[config.mk]
export PLATFORM = sky130hd
export DESIGN_NAME = typed_timeout_slot_table_core
export DESIGN_NICKNAME = d
export VERILOG_FILES = /design/src/design/ttst_pkg.sv /design/src/design/typed_timeout_slot_table_core.sv /design/src/design/ttst_ctrl.sv /design/src/design/ttst_dp.sv
export SDC_FILE = /design/constraint.sdc
export NUM_CORES = 1
export LEC_CHECK = 0
export BUFFER_PORTS_ARGS = -buffer_cell sky130_fd_sc_hd__clkbuf_2
export CAP_MARGIN = 40
export CORE_MARGIN = 3
export CORE_UTILIZATION = 38
export DETAILED_ROUTE_END_ITERATION = 10
export GPL_TIMING_DRIVEN = 1
export PLACE_DENSITY = 0.56
export SYNTH_ARGS = -nofsm -noshare
export SYNTH_HDL_FRONTEND = slang
export SYNTH_SLANG_ARGS = --single-unit
export TNS_END_PERCENT = 5
[constraint.sdc]
create_clock -name clk -period 3.6 [get_ports clk]
set_clock_uncertainty 0.15 [all_clocks]
set_input_delay 0.72 -clock clk [delete_from_list [all_inputs] [get_ports clk]]
set_output_delay 0.72 -clock clk [all_outputs]
set_load 0.05 [all_outputs]
[src/design/ttst_pkg.sv]
// Shared types and constants for the typed timeout slot table.
package ttst_pkg;

    localparam int SLOTS  = 8;
    localparam int IDX_W  = (SLOTS > 1) ? $clog2(SLOTS) : 1;
    localparam int KIND_W = 4;
    localparam int CNT_W  = 32;
    localparam int MODE_W = 3;
    localparam int SLOT_W = 3;

    typedef enum logic [MODE_W-1:0] {
        MODE_TICK  = 3'd0,
        MODE_SET   = 3'd1,
        MODE_CLEAR = 3'd2,
        MODE_QEXP  = 3'd3,
        MODE_QRUN  = 3'd4,
        MODE_RESET = 3'd5
    } mode_t;

    typedef enum logic [1:0] {
        ST_IDLE = 2'd0,
        ST_EXEC = 2'd1,
        ST_RESP = 2'd2
    } state_t;

    // controller to datapath
    typedef struct packed {
        logic load;
        logic exec;
    } dp_cmd_t;

endpackage

[src/design/typed_timeout_slot_table_core.sv]
// Typed timeout slot table: top level joining sequencer and slot datapath.
//
// A request is taken on a rising edge with start high and busy low; mode,
// timeout_type and offset are sampled on that edge. Modes: tick, set, clear,
// query expired, query running, reset all.
// The request is executed in the next cycle (busy high): the lookup over all
// slots, the table update and, for a tick, the countdown of every armed,
// unexpired slot happen in that cycle. In the cycle after, done is high for
// exactly one cycle with ok, running, expired and slot; the result is taken at
// the edge that ends that cycle and the receiver cannot hold it off.
// A new request may be issued during the done cycle; it then goes straight
// to execution, with no idle state between. Result ports are meaningful
// only while done is high.
// rst_n (asynchronous, active low) frees every slot and returns the block to
// idle; no sweep is needed after reset.
module typed_timeout_slot_table_core
    import ttst_pkg::*;
(
    input  logic              clk,
    input  logic              rst_n,
    input  logic              start,
    output logic              busy,
    output logic              done,
    input  logic [MODE_W-1:0] mode,
    input  logic [KIND_W-1:0] timeout_type,
    input  logic [CNT_W-1:0]  offset,
    output logic              ok,
    output logic              running,
    output logic              expired,
    output logic [SLOT_W-1:0] slot
);

    dp_cmd_t cmd;

    ttst_ctrl u_ctrl (
        .clk   (clk),
        .rst_n (rst_n),
        .start (start),
        .busy  (busy),
        .done  (done),
        .cmd   (cmd)
    );

    ttst_dp u_dp (
        .clk          (clk),
        .rst_n        (rst_n),
        .cmd          (cmd),
        .mode         (mode),
        .timeout_type (timeout_type),
        .offset       (offset),
        .ok           (ok),
        .running      (running),
        .expired      (expired),
        .slot         (slot)
    );

    a_accept_runs: assert property (@(posedge clk) disable iff (!rst_n)
        (start && !busy) |=> busy)
        else $error("accepted request did not start execution");

    a_exec_then_done: assert property (@(posedge clk) disable iff (!rst_n)
        busy |=> (done && !busy))
        else $error("execution not followed by result strobe");

    a_expired_found: assert property (@(posedge clk) disable iff (!rst_n)
        (done && expired) |-> (running && !ok))
        else $error("expired reported for a type that was not armed");

    a_ok_not_expired: assert property (@(posedge clk) disable iff (!rst_n)
        (done && ok) |-> !expired)
        else $error("ok and expired both set");

endmodule

[src/design/ttst_ctrl.sv]
// Request sequencer for the typed timeout slot table.
module ttst_ctrl
    import ttst_pkg::*;
(
    input  logic    clk,
    input  logic    rst_n,
    input  logic    start,
    output logic    busy,
    output logic    done,
    output dp_cmd_t cmd
);

    state_t state_reg;
    state_t state_next;

    always_ff @(posedge clk or negedge rst_n)
    begin
        if (!rst_n)
        begin
            state_reg <= ST_IDLE;
        end
        else
        begin
            state_reg <= state_next;
        end
    end

    always_comb
    begin
        state_next = state_reg;
        case (state_reg)
            ST_IDLE:
            begin
                if (start)
                begin
                    state_next = ST_EXEC;
                end
            end
            ST_EXEC:
            begin
                state_next = ST_RESP;
            end
            ST_RESP:
            begin
                // a new request may be taken while the result is shown
                state_next = start ? ST_EXEC : ST_IDLE;
            end
            default:
            begin
                state_next = ST_IDLE;
            end
        endcase
    end

    always_comb
    begin
        busy     = 1'b0;
        done     = 1'b0;
        cmd.exec = 1'b0;
        case (state_reg)
            ST_IDLE:
            begin
                busy = 1'b0;
            end
            ST_EXEC:
            begin
                busy     = 1'b1;
                cmd.exec = 1'b1;
            end
            ST_RESP:
            begin
                done = 1'b1;
            end
            default:
            begin
                busy = 1'b0;
            end
        endcase
        cmd.load = start && !busy;
    end

endmodule

[src/design/ttst_dp.sv]
// Slot bank, lookup and per-slot countdown lanes.
module ttst_dp
    import ttst_pkg::*;
(
    input  logic              clk,
    input  logic              rst_n,
    input  dp_cmd_t           cmd,
    input  logic [MODE_W-1:0] mode,
    input  logic [KIND_W-1:0] timeout_type,
    input  logic [CNT_W-1:0]  offset,
    output logic              ok,
    output logic              running,
    output logic              expired,
    output logic [SLOT_W-1:0] slot
);

    // request register
    logic [MODE_W-1:0] mode_reg;
    logic [KIND_W-1:0] type_reg;
    logic [CNT_W-1:0]  offset_reg;

    // slot bank
    logic [KIND_W-1:0] kind_reg [SLOTS];
    logic [KIND_W-1:0] kind_next [SLOTS];
    logic [CNT_W-1:0]  rem_reg [SLOTS];
    logic [CNT_W-1:0]  rem_next [SLOTS];
    logic              exp_reg [SLOTS];
    logic              exp_next [SLOTS];

    // result register
    logic              ok_reg;
    logic              ok_next;
    logic              run_reg;
    logic              run_next;
    logic              expd_reg;
    logic              expd_next;
    logic [SLOT_W-1:0] slot_reg;
    logic [SLOT_W-1:0] slot_next;

    logic              hit;
    logic [IDX_W-1:0]  hit_idx;
    logic              has_free;
    logic [IDX_W-1:0]  free_idx;
    logic [IDX_W+SLOT_W-1:0] hit_ext;
    logic [IDX_W+SLOT_W-1:0] free_ext;

    always_ff @(posedge clk)
    begin
        if (cmd.load)
        begin
            mode_reg   <= mode;
            type_reg   <= timeout_type;
            offset_reg <= offset;
        end
    end

    // lowest matching slot and lowest free slot
    always_comb
    begin
        hit      = 1'b0;
        hit_idx  = '0;
        has_free = 1'b0;
        free_idx = '0;
        for (int i = SLOTS - 1; i >= 0; i--)
        begin
            if (type_reg != '0 && kind_reg[i] == type_reg)
            begin
                hit     = 1'b1;
                hit_idx = IDX_W'(i);
            end
            if (kind_reg[i] == '0)
            begin
                has_free = 1'b1;
                free_idx = IDX_W'(i);
            end
        end
        hit_ext  = {{SLOT_W{1'b0}}, hit_idx};
        free_ext = {{SLOT_W{1'b0}}, free_idx};
    end

    always_comb
    begin
        kind_next = kind_reg;
        rem_next  = rem_reg;
        exp_next  = exp_reg;
        ok_next   = 1'b0;
        run_next  = hit;
        expd_next = 1'b0;
        slot_next = '0;
        case (mode_t'(mode_reg))
            MODE_TICK:
            begin
                for (int i = 0; i < SLOTS; i++)
                begin
                    if (kind_reg[i] != '0 && !exp_reg[i])
                    begin
                        if (rem_reg[i] <= CNT_W'(1))
                        begin
                            rem_next[i] = '0;
                            exp_next[i] = 1'b1;
                        end
                        else
                        begin
                            rem_next[i] = rem_reg[i] - CNT_W'(1);
                        end
                    end
                end
            end
            MODE_SET:
            begin
                if (type_reg != '0 && !hit && has_free)
                begin
                    kind_next[free_idx] = type_reg;
                    rem_next[free_idx]  = offset_reg;
                    exp_next[free_idx]  = 1'b0;
                    ok_next             = 1'b1;
                    slot_next           = free_ext[SLOT_W-1:0];
                end
            end
            MODE_CLEAR:
            begin
                if (hit)
                begin
                    kind_next[hit_idx] = '0;
                    rem_next[hit_idx]  = '0;
                    exp_next[hit_idx]  = 1'b0;
                    ok_next            = 1'b1;
                    slot_next          = hit_ext[SLOT_W-1:0];
                end
            end
            MODE_QEXP:
            begin
                if (hit)
                begin
                    slot_next = hit_ext[SLOT_W-1:0];
                    if (exp_reg[hit_idx])
                    begin
                        expd_next          = 1'b1;
                        kind_next[hit_idx] = '0;
                        rem_next[hit_idx]  = '0;
                        exp_next[hit_idx]  = 1'b0;
                    end
                end
            end
            MODE_QRUN:
            begin
                if (hit)
                begin
                    slot_next = hit_ext[SLOT_W-1:0];
                end
            end
            MODE_RESET:
            begin
                for (int i = 0; i < SLOTS; i++)
                begin
                    kind_next[i] = '0;
                    rem_next[i]  = '0;
                    exp_next[i]  = 1'b0;
                end
            end
            default:
            begin
                ok_next = 1'b0;
            end
        endcase
    end

    always_ff @(posedge clk or negedge rst_n)
    begin
        if (!rst_n)
        begin
            for (int i = 0; i < SLOTS; i++)
            begin
                kind_reg[i] <= '0;
                rem_reg[i]  <= '0;
                exp_reg[i]  <= 1'b0;
            end
        end
        else if (cmd.exec)
        begin
            kind_reg <= kind_next;
            rem_reg  <= rem_next;
            exp_reg  <= exp_next;
        end
    end

    always_ff @(posedge clk)
    begin
        if (cmd.exec)
        begin
            ok_reg   <= ok_next;
            run_reg  <= run_next;
            expd_reg <= expd_next;
            slot_reg <= slot_next;
        end
    end

    assign ok      = ok_reg;
    assign running = run_reg;
    assign expired = expd_reg;
    assign slot    = slot_reg;

endmodule
==> metrics <==
CP cell instances nor4_1 > buf_4 > or4_1 > buf_4 > o41ai_2 > buf_4 > or2_1 > nand2_1 > nor2_1 > nand2_1 > a221o_1; maximum single-stage delay on the critical path between 500 and 600 ps; CTS tree built; Finish-stage setup viols 0; Fin Setup TNS 0 ps; initial DRC count about 2.6k; area grow syn2layout 20.9%; vias between 20k and 25k; cell count of the worst reg-to-reg path 11; Routed WL per cell 25.4 um; CP Max Fanout 13; die area about 61000 um^2; drt via density 6.48; Hold Fails Final Rpt 0; die width 246 um; post-synthesis instance area between 20000 and 25000 um^2; Reg2Reg Setup Slack between 40 and 50 ps; Design Power 22.0 mW; Mapped Cells ~2.5k; clock buffer depth 3; maximum VDD drop approximately 1.1 mV; Initial Utilization 0.386; grt ovf 0; dpl ws -44.6 ps; Sink Count 343; Max stage delay cell, worst path or4_1; Comb power frac 0.533; Critical Path Sink u_dp.rem_reg[243]; Period minus WS final 3560 ps; largest net degree at the start of global routing just over 80; Total Wirelength 88700 um; Critical Path AT between 3000 and 4000 ps; Crit. End Element register; period utilization 0.988; measured slew at the worst slew-check pin around 1000 ps; initial antenna violation count 2; drt drc 0; share of layout cells above drive strength 1 0.160; Core Area 56700 um^2; drt pass-1 iters 8; root buf cell clkbuf_16; Synth warnings 0; Hold Path Class primary input to asynchronous set/reset pin; Distinct cells, synth 89; internal power between 10 and 15 mW; fin worst setup slack 45.0 ps; Pwr Density about 830 nW/um^2; Tot GR Track Use 0.292; Avg Inst Size Synth ~8.6 um^2; DP HPWL between 60000 and 70000 um; switching part of the total 0.445; Leakage 10.8 nW; P_sw 9.79 mW; post-synthesis sequential area ratio 0.402; unrepaired setup endpoints after global routing yes; H-tree depth 2; status completed; Slew HR 0.310; IO buf count between 40 and 50; Core Rows between 80 and 90; vias in the first global route ~22k; gpl congestion 0.996; Design Area, Final roughly 26000 um^2; worst r2r dst u_dp.rem_reg[243]; Mapped Nets 2602; Synth Register Bits about 340; ys flop type dfrtp_1; Max Fclk 0.281 GHz; Clk Latency, worst-skew pair just under 600 ps; fin nets 2763; max reg flops about 260; asr flop ratio synth 0.869; most frequent CP cell buf_4; IO Pins 50; critical path class register to register; Final ANT Viol Nets 0; CP Launch Type register; max_cap viols 0; clock network power share 0.205; Slew Viols, Final 0; CP Data Required Time slightly below 4000 ps; EDFF count, synth 45; first-pass GRT wire length between 100000 and 150000 um; dpl cell area 24900 um^2; Seq pwr share 0.261; Num CTS Buffers 41; clk slew on worst S/H paths around 60 ps; Die Y-Extent 246 um; hold slack approximately 17 ps
-- layout by cell type (no fill, tap or decap), types with 33 or more instances in the layout --
cell / netlist / final
inv_1: 33 / 33
nor4_1: 54 / 54
clkbuf_2: 6 / 48
edfxtp_1: 45 / 45
nand2_1: 229 / 228
buf_4: 7 / 204
nor3_1: 132 / 125
clkbuf_16: 0 / 43
dfrtp_1: 298 / 298
o21ai_0: 177 / 176
nand3_1: 74 / 73
a22oi_1: 51 / 51
a21oi_1: 195 / 195
xnor2_1: 37 / 35
a221oi_1: 63 / 63
o31ai_1: 73 / 71
o2bb2ai_1: 117 / 116
nor2_1: 246 / 242
a22o_1: 40 / 40
-- synth_stat cells (all sizes together), types with 6 or more instances --
master	number	share of area
xor2	25	0.010
a32oi	16	0.0064
o22ai	18	0.0051
and3	18	0.0052
a22o	40	0.016
dfrtp	298	0.34
o2bb2ai	117	0.047
o31ai	75	0.027
nand2b	13	0.0037
a21oi	195	0.045
buf	64	0.015
nor2b	9	0.0026
nand3	75	0.017
o211ai	15	0.0051
a211oi	10	0.0034
a21boi	9	0.0031
a22oi	51	0.017
a32o	7	0.0032
xnor2	37	0.015
ha	16	0.0091
nand4	20	0.0066
clkbuf	120	0.021
or4	28	0.0096
inv	34	0.0058
a21o	15	0.0051
mux2i	18	0.0082
edfxtp	45	0.062
a31oi	15	0.0043
o32ai	6	0.0024
a221oi	63	0.025
o311a	8	0.0037
or3	32	0.0091
o41ai	12	0.0048
a221o	20	0.0091
nor2	246	0.042
nor3	134	0.031
nor4	60	0.019
or2	17	0.0049
o311ai	13	0.0052
and2	23	0.0066
o21ai	203	0.047
nor3b	7	0.0029
nand2	229	0.039
-- cell type report --
cell class	count	area [um^2]
Antenna cell	3	7.51
Clock buffer	63	1280
Clock inverter	13	170
Fill cell	5391	30200
Inverter	34	128
Multi-Input combinational cell	1983	12400
Sequential cell	343	8810
Tap cell	756	946
Timing Repair Buffer	302	2750
-- cells by family after synthesis --
group | Yosys count | synth area share
muxes | 20 | 0.00926
buffers and inverters | 218 | 0.0413
and+or+nand+nor | 927 | 0.207
DFF | 343 | 0.402
adders and majority gates | 16 | 0.00915
AOI/OAI and AO/OA | 958 | 0.306
xor gates and xnor gates | 62 | 0.0248
-- through the flow --
stage	util	cells
after floorplan	-	2544
after global placement	0.430	3391
after detailed placement	0.438	3415
after CTS	0.464	3491
after global routing	0.467	3494
final	0.467	3497
-- power groups by stage --
stage          clock, mW  sequential (mW)  combinational [mW]
2_1_floorplan          0             5.42                7.54
3_3_place_gp           0             5.81                10.6
3_5_place_dp           0             5.76                11.5
4_1_cts             4.59             5.71                11.5
5_1_grt             4.74             5.85                12.7
6_report            4.52             5.75                11.7
-- per-layer routing --
layer	global-route usage	vias up	part of all wire
met2	0.426	1158	0.43
li1	-	10200	-
met1	0.415	11200	0.43
met3	0.0590	192	0.093
met4	0.132	2	0.047
met5	0	-	0.00015
-- how the worst min path moves through the flow --
stage                                 start                          to  slack, ps
after floorplan                       rst_n  asynchronous set/reset pin        270
after global placement    u_dp.rem_reg[203]           u_dp.rem_reg[203]        320
after detailed placement   u_dp.rem_reg[79]            u_dp.rem_reg[79]        320
after CTS                             rst_n         u_ctrl.state_reg[0]         50
after global routing                  rst_n         u_ctrl.state_reg[0]         80
final                                 rst_n            u_dp.rem_reg[27]         20
-- worst max-delay path, delay by kind of cell, from the launching register on --
family,cells,cell delay (ps)
flip-flops,1,530
AND/OR/NAND/NOR,6,1320
buffers and inverters,3,660
AO/OA/AOI/OAI,2,770
-- what timing repair did --
item | 4_1_cts | 5_1_grt
hold buffers | 0 | 0
buffers inserted | 0 | 3
endpoints found under the setup margin | 21 | 275
endpoints found under the hold margin | 0 | 0
gates resized for setup | 5 | 21
Power figures use the tool's default switching activity.
